<file path="src/design/mbd_pkg.sv">
`default_nettype none
// ----------------------------------------------------------------------------
// mbd_pkg
// Shared constants and types of the main bus decoder: address map, RAM
// geometry and the access descriptor passed from the decoder to the core.
// ----------------------------------------------------------------------------
package mbd_pkg;

	// Work RAM size in bytes; a power of two from 256 to 2048
	localparam int WORK_BYTES = 2048;
	localparam int WORK_AW    = $clog2(WORK_BYTES);
	localparam int VRAM_AW    = 10;
	localparam int CLR_AW     = (WORK_AW > VRAM_AW) ? WORK_AW : VRAM_AW;

	localparam logic [1:0] OP_READ  = 2'd0;
	localparam logic [1:0] OP_WRITE = 2'd1;
	localparam logic [1:0] OP_FETCH = 2'd2;

	localparam logic [15:0] ADDR_ROM      = 16'hA000;
	localparam logic [15:0] ADDR_WORK_END = 16'h0800;
	localparam logic [15:0] ADDR_SW_ONE   = 16'h1000;
	localparam logic [15:0] ADDR_SW_TWO   = 16'h1001;
	localparam logic [15:0] ADDR_PLAYER   = 16'h1002;
	localparam logic [15:0] ADDR_SPARE    = 16'h1003;
	localparam logic [15:0] ADDR_SYSTEM   = 16'h1004;
	localparam logic [15:0] ADDR_VIDEO    = 16'h4000;
	localparam logic [15:0] ADDR_COLOR    = 16'h4400;
	localparam logic [15:0] ADDR_VIDEO_SW = 16'h4800;
	localparam logic [15:0] ADDR_COLOR_SW = 16'h4C00;
	localparam logic [15:0] ADDR_BG       = 16'h5000;
	localparam logic [15:0] ADDR_SCROLL0  = 16'h5400;
	localparam logic [15:0] ADDR_SCROLL1  = 16'h5800;
	localparam logic [15:0] ADDR_PALETTE  = 16'h5C00;

	localparam logic [7:0] BYTE_OPEN = 8'hFF;
	localparam logic [7:0] KEEP_MASK = 8'h9F;

	localparam logic CFG_SW_ONE = 1'b0;
	localparam logic CFG_SW_TWO = 1'b1;

	typedef enum logic [2:0] {
		RSEL_IO,
		RSEL_WORK,
		RSEL_VIDEO,
		RSEL_COLOR,
		RSEL_BG
	} rsel_t;

	typedef struct packed {
		logic                work_we;
		logic                video_we;
		logic                color_we;
		logic                bg_we;
		logic [WORK_AW-1:0]  work_addr;
		logic [VRAM_AW-1:0]  video_addr;
		logic [VRAM_AW-1:0]  color_addr;
		logic [VRAM_AW-1:0]  bg_addr;
		rsel_t               rsel;
		logic                fetch;
		logic [7:0]          io_byte;
		logic                latch_we;
		logic                scroll0_we;
		logic                scroll1_we;
		logic                pal_we;
		logic [3:0]          pal_index;
	} acc_t;

	typedef struct packed {
		rsel_t      rsel;
		logic       fetch;
		logic [7:0] io_byte;
		logic       irq;
		logic [7:0] latch;
		logic       pst;
		logic [3:0] pidx;
		logic [7:0] pval;
		logic [7:0] scroll0;
		logic [7:0] scroll1;
	} stage_t;

	// Row/column swap of a 32x32 tile window
	function automatic logic [VRAM_AW-1:0] swap_rc(input logic [VRAM_AW-1:0] off);
		return {off[4:0], off[9:5]};
	endfunction

	// Exchange data bits 5 and 6
	function automatic logic [7:0] swap_bits56(input logic [7:0] v);
		return (v & KEEP_MASK) | {1'b0, v[5], v[6], 5'b0};
	endfunction

endpackage
`default_nettype wire

</file>
<file path="src/design/mbd_decode.sv">
`default_nettype none
// ----------------------------------------------------------------------------
// mbd_decode
// Address decoder: turns one bus transaction into RAM enables and addresses,
// register write strobes and the byte of any non-RAM read source.
// ----------------------------------------------------------------------------
module mbd_decode
	import mbd_pkg::*;
(
	input  wire logic [1:0]  operation,
	input  wire logic [15:0] address,
	input  wire logic [7:0]  rom_data,
	input  wire logic [6:0]  buttons,
	input  wire logic        vblank,
	input  wire logic [6:0]  sw_one,
	input  wire logic [7:0]  sw_two,
	output acc_t             acc
);

	logic               is_rd;
	logic               is_wr;
	logic               in_work;
	logic               in_video;
	logic               in_color;
	logic               in_video_sw;
	logic               in_color_sw;
	logic               in_bg;
	logic [VRAM_AW-1:0] off;

	always_comb begin
		is_rd       = (operation == OP_READ) || (operation == OP_FETCH);
		is_wr       = (operation == OP_WRITE);
		off         = address[VRAM_AW-1:0];
		in_work     = address < ADDR_WORK_END;
		in_video    = address[15:10] == ADDR_VIDEO[15:10];
		in_color    = address[15:10] == ADDR_COLOR[15:10];
		in_video_sw = address[15:10] == ADDR_VIDEO_SW[15:10];
		in_color_sw = address[15:10] == ADDR_COLOR_SW[15:10];
		in_bg       = address[15:10] == ADDR_BG[15:10];

		acc            = '0;
		acc.rsel       = RSEL_IO;
		acc.fetch      = (operation == OP_FETCH);
		acc.work_addr  = address[WORK_AW-1:0];
		acc.video_addr = in_video_sw ? swap_rc(off) : off;
		acc.color_addr = in_color_sw ? swap_rc(off) : off;
		acc.bg_addr    = off;
		acc.pal_index  = address[3:0];

		if (is_rd) begin
			acc.io_byte = BYTE_OPEN;
			if (address >= ADDR_ROM) begin
				acc.io_byte = rom_data;
			end else if (in_work) begin
				acc.rsel = RSEL_WORK;
			end else if (address == ADDR_SW_ONE) begin
				acc.io_byte = {vblank, sw_one};
			end else if (address == ADDR_SW_TWO) begin
				acc.io_byte = sw_two;
			end else if (address == ADDR_PLAYER) begin
				acc.io_byte = {3'b111, ~buttons[4:0]};
			end else if (address == ADDR_SPARE) begin
				acc.io_byte = BYTE_OPEN;
			end else if (address == ADDR_SYSTEM) begin
				acc.io_byte = {1'b1, ~buttons[6], 2'b11, ~buttons[5], 3'b111};
			end else if (in_video || in_video_sw) begin
				acc.rsel = RSEL_VIDEO;
			end else if (in_color || in_color_sw) begin
				acc.rsel = RSEL_COLOR;
			end else if (in_bg) begin
				acc.rsel = RSEL_BG;
			end
		end

		if (is_wr) begin
			acc.work_we    = in_work;
			acc.latch_we   = address == ADDR_PLAYER;
			acc.video_we   = in_video || in_video_sw;
			acc.color_we   = in_color || in_color_sw;
			acc.bg_we      = in_bg;
			acc.scroll0_we = address == ADDR_SCROLL0;
			acc.scroll1_we = address == ADDR_SCROLL1;
			acc.pal_we     = address[15:4] == ADDR_PALETTE[15:4];
		end
	end

endmodule
`default_nettype wire

</file>
<file path="config.mk">
export PLATFORM = sky130hd
export DESIGN_NAME = mbd_decode
export DESIGN_NICKNAME = d
export VERILOG_FILES = /design/src/design/mbd_pkg.sv /design/src/design/mbd_decode.sv
export SDC_FILE = /design/constraint.sdc
export NUM_CORES = 1
export LEC_CHECK = 0
export BUFFER_PORTS_ARGS = -buffer_cell sky130_fd_sc_hd__buf_2
export CORE_UTILIZATION = 38
export DETAILED_ROUTE_END_ITERATION = 12
export PLACE_DENSITY = 0.91
export SLEW_MARGIN = 15
export SYNTH_ARGS = -nofsm -noshare
export SYNTH_HDL_FRONTEND = slang
export SYNTH_SLANG_ARGS = --single-unit
</file>
<file path="constraint.sdc">
create_clock -name vclk -period 2.39
set_clock_uncertainty 0.05 [all_clocks]
set_input_delay 0.1195 -clock vclk [all_inputs]
set_output_delay 0.1195 -clock vclk [all_outputs]
set_load 0.1 [all_outputs]
</file>
==> results of run 1 <==
-- stage by stage --
stage / worst slack (ns) / std cells / power [uW] / instance area (um2) / util (%)
2_1_floorplan: -0.1131 / 123 / 509.1 / 1031 / -
3_3_place_gp: 0.3718 / 236 / 655.9 / 1785 / 77.72
3_5_place_dp: 0.2806 / 236 / 663.0 / 1785 / 77.72
4_1_cts: 0.2802 / 236 / 664.2 / 1785 / 77.72
5_1_grt: 0.03717 / 236 / 682.1 / 1785 / 77.72
6_report: 0.2986 / 236 / 662.5 / 1785 / 77.72
-- worst max path at each step --
stage / startpoint / to / slack [ns] / cells past startpoint
after floorplan: address[10] / acc[7] / -0.11 / 4
after global placement: address[15] / acc[40] / 0.37 / 5
after detailed placement: address[15] / acc[46] / 0.28 / 5
after CTS: address[15] / acc[45] / 0.28 / 5
after global routing: address[15] / acc[44] / 0.04 / 5
final: address[15] / acc[46] / 0.30 / 5
-- where the power goes --
| group | internal [uW] | switching [uW] | leakage [uW] | total, uW |
|---|---|---|---|---|
| logic | 167 | 495 | 0.000888 | 663 |
| registers | 0 | 0 | 0 | 0 |
| clock network | 0 | 0 | 0 | 0 |
| total | 167 | 495 | 0.000888 | 663 |
-- area by class of cell --
type / instances / area share [%]
repair buffers: 116 / 52.14
well taps: 28 / 1.962
inverters: 2 / 0.4205
multi-input cells: 90 / 45.48
-- cell families after synthesis --
logic type	count (synthesis)	share of synthesized area, %
compound gates	25	15.71
buf+inv	33	22.91
mux	28	32.07
simple gates	37	29.32
-- routing by layer --
layer  part of all wire [%]  routed length (um)  vias up
met5                      0                   0        -
met3                    9.7                 331        0
li1                       -                   -      615
met1                     38                1301      554
met2                     52                1773       64
met4                      0                   0        0
-- cells in the mapped netlist (all sizes together) --
cell	number
nor4	2
nor4bb	3
a31oi	3
nor4b	2
o211ai	1
a211o	1
clkbuf	5
buf	26
a21oi	6
or4	5
nor3	6
mux2i	7
nand2b	2
nand2	3
mux2	21
or4b	3
nand3b	2
a22o	4
nor2b	2
nand3	1
or2	2
o21ai	10
nor2	4
inv	2
==> impl_metrics.yaml, run 1 <==
logic_synthesis:
  syn_area_um2: 955.9
  ys_warn_count: 0
  syn-num-nets: 172
  avgSynthCellArea_um2: 7.772
  yosysSeqAreaShare_pct: 0
  synthTopCellsByArea: "mux2_2 (25%), buf_4 (20%), mux2i_1 (7.3%)"
  synth_top_area_cell: "mux2_2"
  post_synth_num_cell_types: 31
  synth_cells: 123
  yosysTopAreaCellShare_pct: 24.74
timing:
  post-route-period-util_pct: 87.51
  hold_viol: 0
  rsz0062_at_grt: "no"
  slew_headroom_pct: 61.55
  tightestPinTransition_ns: 0.5688
  period_needed_ns: 2.091
  tns_ns: 0
  drv_slew: 0
  clock.fmax_mhz: 478.2
  finalSetupViolations: 0
  hold_ws_ns: 0.6122
min_path:
  hp-start: "address[6]"
  holdPathEnd: "acc[56]"
  whs_path_depth: 2
  hold_path_class: "in -> out"
routing:
  firstDrtPassIters: 4
  wire_per_inst_um: 14.44
  drtAntennaViolNets: 0
  drcViolationCount: 0
  via_count: 1233
  wirelength_um: 3407
  drt_iter0_markers: 18
  vias_per_cell: 5.225
worst_setup_path:
  crit_path_top_delay_cell: "nor4b_1"
  path_class: "in -> out"
  cpPeakStageDelay_ns: 0.55
  worstPathCellList: "buf_2, nor4b_1, nand3b_1, mux2_2, buf_12"
  cp-start-kind: "primary input"
  worstPathRequired_ns: 2.22
  path_buf_inv: 2
  worstPathArrival_ns: 1.92
  cp-end-kind: "output port"
  critPathTopFamily: "simple AND/OR/NAND/NOR gates"
  path_max_fanout: 10
cells_and_area:
  antennaDiodeCount: 0
  final_cell_mix: "buf_2 (91), buf_12 (23), mux2_2 (21), o21ai_0 (9), mux2i_1 (7)"
  mostFrequentLayoutCell: "buf_2"
  fillers: 164
  seq_cells: 0
  nets: 259
  regArea_um2: 0
  area_growth_syn_to_layout_pct: 86.78
  drive_gt1_share_pct: 75.96
  multiInputGateArea_um2: 812.0
  nClkBuffers: 0
global_routing:
  grt_overflow: 0
  grt_max_degree: 22
  use_met2_pct: 43.80
  met3_usage_pct: 4.094
  grt.total_usage_pct: 22.02
  grtUsageMet1_pct: 25.26
  first_global_vias: 1006
  grt_first_pass_wirelength_um: 4692
  antenna_found_initial: 0
  grt-busiest-layer: "met2"
floorplan:
  fp.dieArea_um2: 2720
  initial_core_util_pct: 41.61
  row_count: 17
  coreArea_um2: 2297
  fp.dieH_um: 52.16
  die_w_um: 52.16
  ios: 114
pwr:
  cellLeakagePower_uw: 0.0008878
  powerDensity_nw_per_um2: 371.1
  irDropWorstVdd_v: 0.0002971
placement:
  hpwl_um: 2828
  numPortBuffers: 114
  place_congestion: 0.7512
clock_tree:
  postCtsResizedCells: 0
  holdBufCountCts: 0
  cts_setup_buffers: 0
run:
  cap_viol_max_count: 0
run_status:
  status: "complete, no violations"
(Power assumes the default switching activity.)
==> inputs of run 2 (changes only) <==
- BUFFER_PORTS_ARGS: -buffer_cell sky130_fd_sc_hd__buf_2 -> -buffer_cell sky130_fd_sc_hd__buf_4
==> run 2 against run 1 <==
Net effect: cell area decreased by 3.4%; global-route usage down 0.64 points; non-clock buffer count unchanged; flip-flop and latch count stayed put; wire length shrank 1.2%; core utilization shrank 2.6 points; die area is the same; cell count unchanged; via count is 1.6% higher; worst setup slack improved by 0.0063 ns; critical endpoint is now acc[40]; largest power group unchanged.
==> impl_metrics.yaml, run 2 (synthesized netlist as in run 1, its figures left out) <==
clock_tree:
  holdBufCountCts: 0
  cts_setup_buffers: 0
  postCtsResizedCells: 0
routing:
  drtAntennaViolNets: 0
  drt_iter0_markers: 26
  drcViolationCount: 0
  firstDrtPassIters: 4
  wire_per_inst_um: 14.26
  via_count: 1253
  wirelength_um: 3366
  vias_per_cell: 5.309
timing:
  tightestPinTransition_ns: 0.5594
  setup_ws_ns: 0.3049
  finalSetupViolations: 0
  post-route-period-util_pct: 87.24
  slew_headroom_pct: 62.18
  rsz0062_at_grt: "no"
  hold_viol: 0
  period_needed_ns: 2.085
  hold_ws_ns: 0.5444
  clock.fmax_mhz: 479.6
  drv_slew: 0
global_routing:
  grt_overflow: 0
  grt.total_usage_pct: 21.39
  grtUsageMet1_pct: 25.69
  use_met2_pct: 42.52
  antenna_found_initial: 0
  first_global_vias: 981
  met3_usage_pct: 2.047
  grt_max_degree: 22
  grt-busiest-layer: "met2"
  grt_first_pass_wirelength_um: 4574
cells_and_area:
  regArea_um2: 0
  area_growth_syn_to_layout_pct: 80.50
  final_cell_mix: "buf_4 (116), mux2_2 (21), o21ai_0 (9), mux2i_1 (7)"
  fin_cells: 236
  fillers: 159
  nets: 259
  antennaDiodeCount: 0
  mostFrequentLayoutCell: "buf_4"
  nClkBuffers: 0
  drive_gt1_share_pct: 75.96
  seq_cells: 0
pwr:
  p_int_uw: 159.6
  p_sw_share_pct: 75.22
  clock_power_share_pct: 0
  irDropWorstVdd_v: 0.0003163
  powerDensity_nw_per_um2: 373.4
  power_frac_comb_pct: 100.0
  cellLeakagePower_uw: 0.0008572
  p_switching_uw: 484.6
  power_frac_seq_pct: 0
  p_total_uw: 644.2
placement:
  numPortBuffers: 114
  post-place-cells: 236
  hpwl_um: 2741
  pre_cts_ws_ns: 0.3369
  place_congestion: 0.7405
floorplan:
  ios: 114
  initial_core_util_pct: 41.61
  fp.dieH_um: 52.16
  row_count: 17
  coreArea_um2: 2297
  fp.dieArea_um2: 2720
  die_w_um: 52.16
worst_setup_path:
  path_class: "in -> out"
  cp-end-kind: "output port"
  path_max_fanout: 10
  worstPathRequired_ns: 2.22
  worstPathArrival_ns: 1.92
  cp-start-kind: "primary input"
run_status:
  status: "complete, no violations"
run:
  cap_viol_max_count: 0
min_path:
  hold_path_class: "in -> out"
run 2: cell counts in the layout (fill, tap and decap cells not counted):
Identical to the previous run, type by type.
run 2: worst paths after layout:
check	from	end	slack, ns	cells after the start
hold / removal	operation[0]	acc[16]	0.54	3
setup / recovery	address[15]	acc[40]	0.30	5
run 2: final cells by class:
cell class / count / area, um2 / area share [%]
repair buffers: 116 / 870.8 / 50.47
well taps: 28 / 35.03 / 2.030
inverters: 2 / 7.507 / 0.4351
multi-input cells: 90 / 812.0 / 47.06
run 2: per-stage QoR:
step	TNS [ns]	instance area, um2	util [%]
5_1_grt	0	1725	75.11
4_1_cts	0	1725	75.11
6_report	0	1725	75.11
2_1_floorplan	-0.2867	1031	-
3_5_place_dp	0	1725	75.11
3_3_place_gp	0	1725	75.11
run 2: per-layer routing:
layer  wire length (um)  part of all wire (%)
met1               1320                    39
met3                331                   9.8
met5                  0                     0
met2               1714                    51
met4                  0                     0
run 2: worst max-delay path: stages:
cell and delay (ns):
buf_4 0.13, nor4b_1 0.54, nand3b_1 0.48, mux2_2 0.42, buf_4 0.23
run 2: power groups by stage:
stage / Sequential (uW) / Combinational [uW] / Clock [uW]
after floorplan: 0 / 509 / 0
after detailed placement: 0 / 644 / 0
after global routing: 0 / 664 / 0
after CTS: 0 / 645 / 0
final: 0 / 644 / 0
after global placement: 0 / 639 / 0
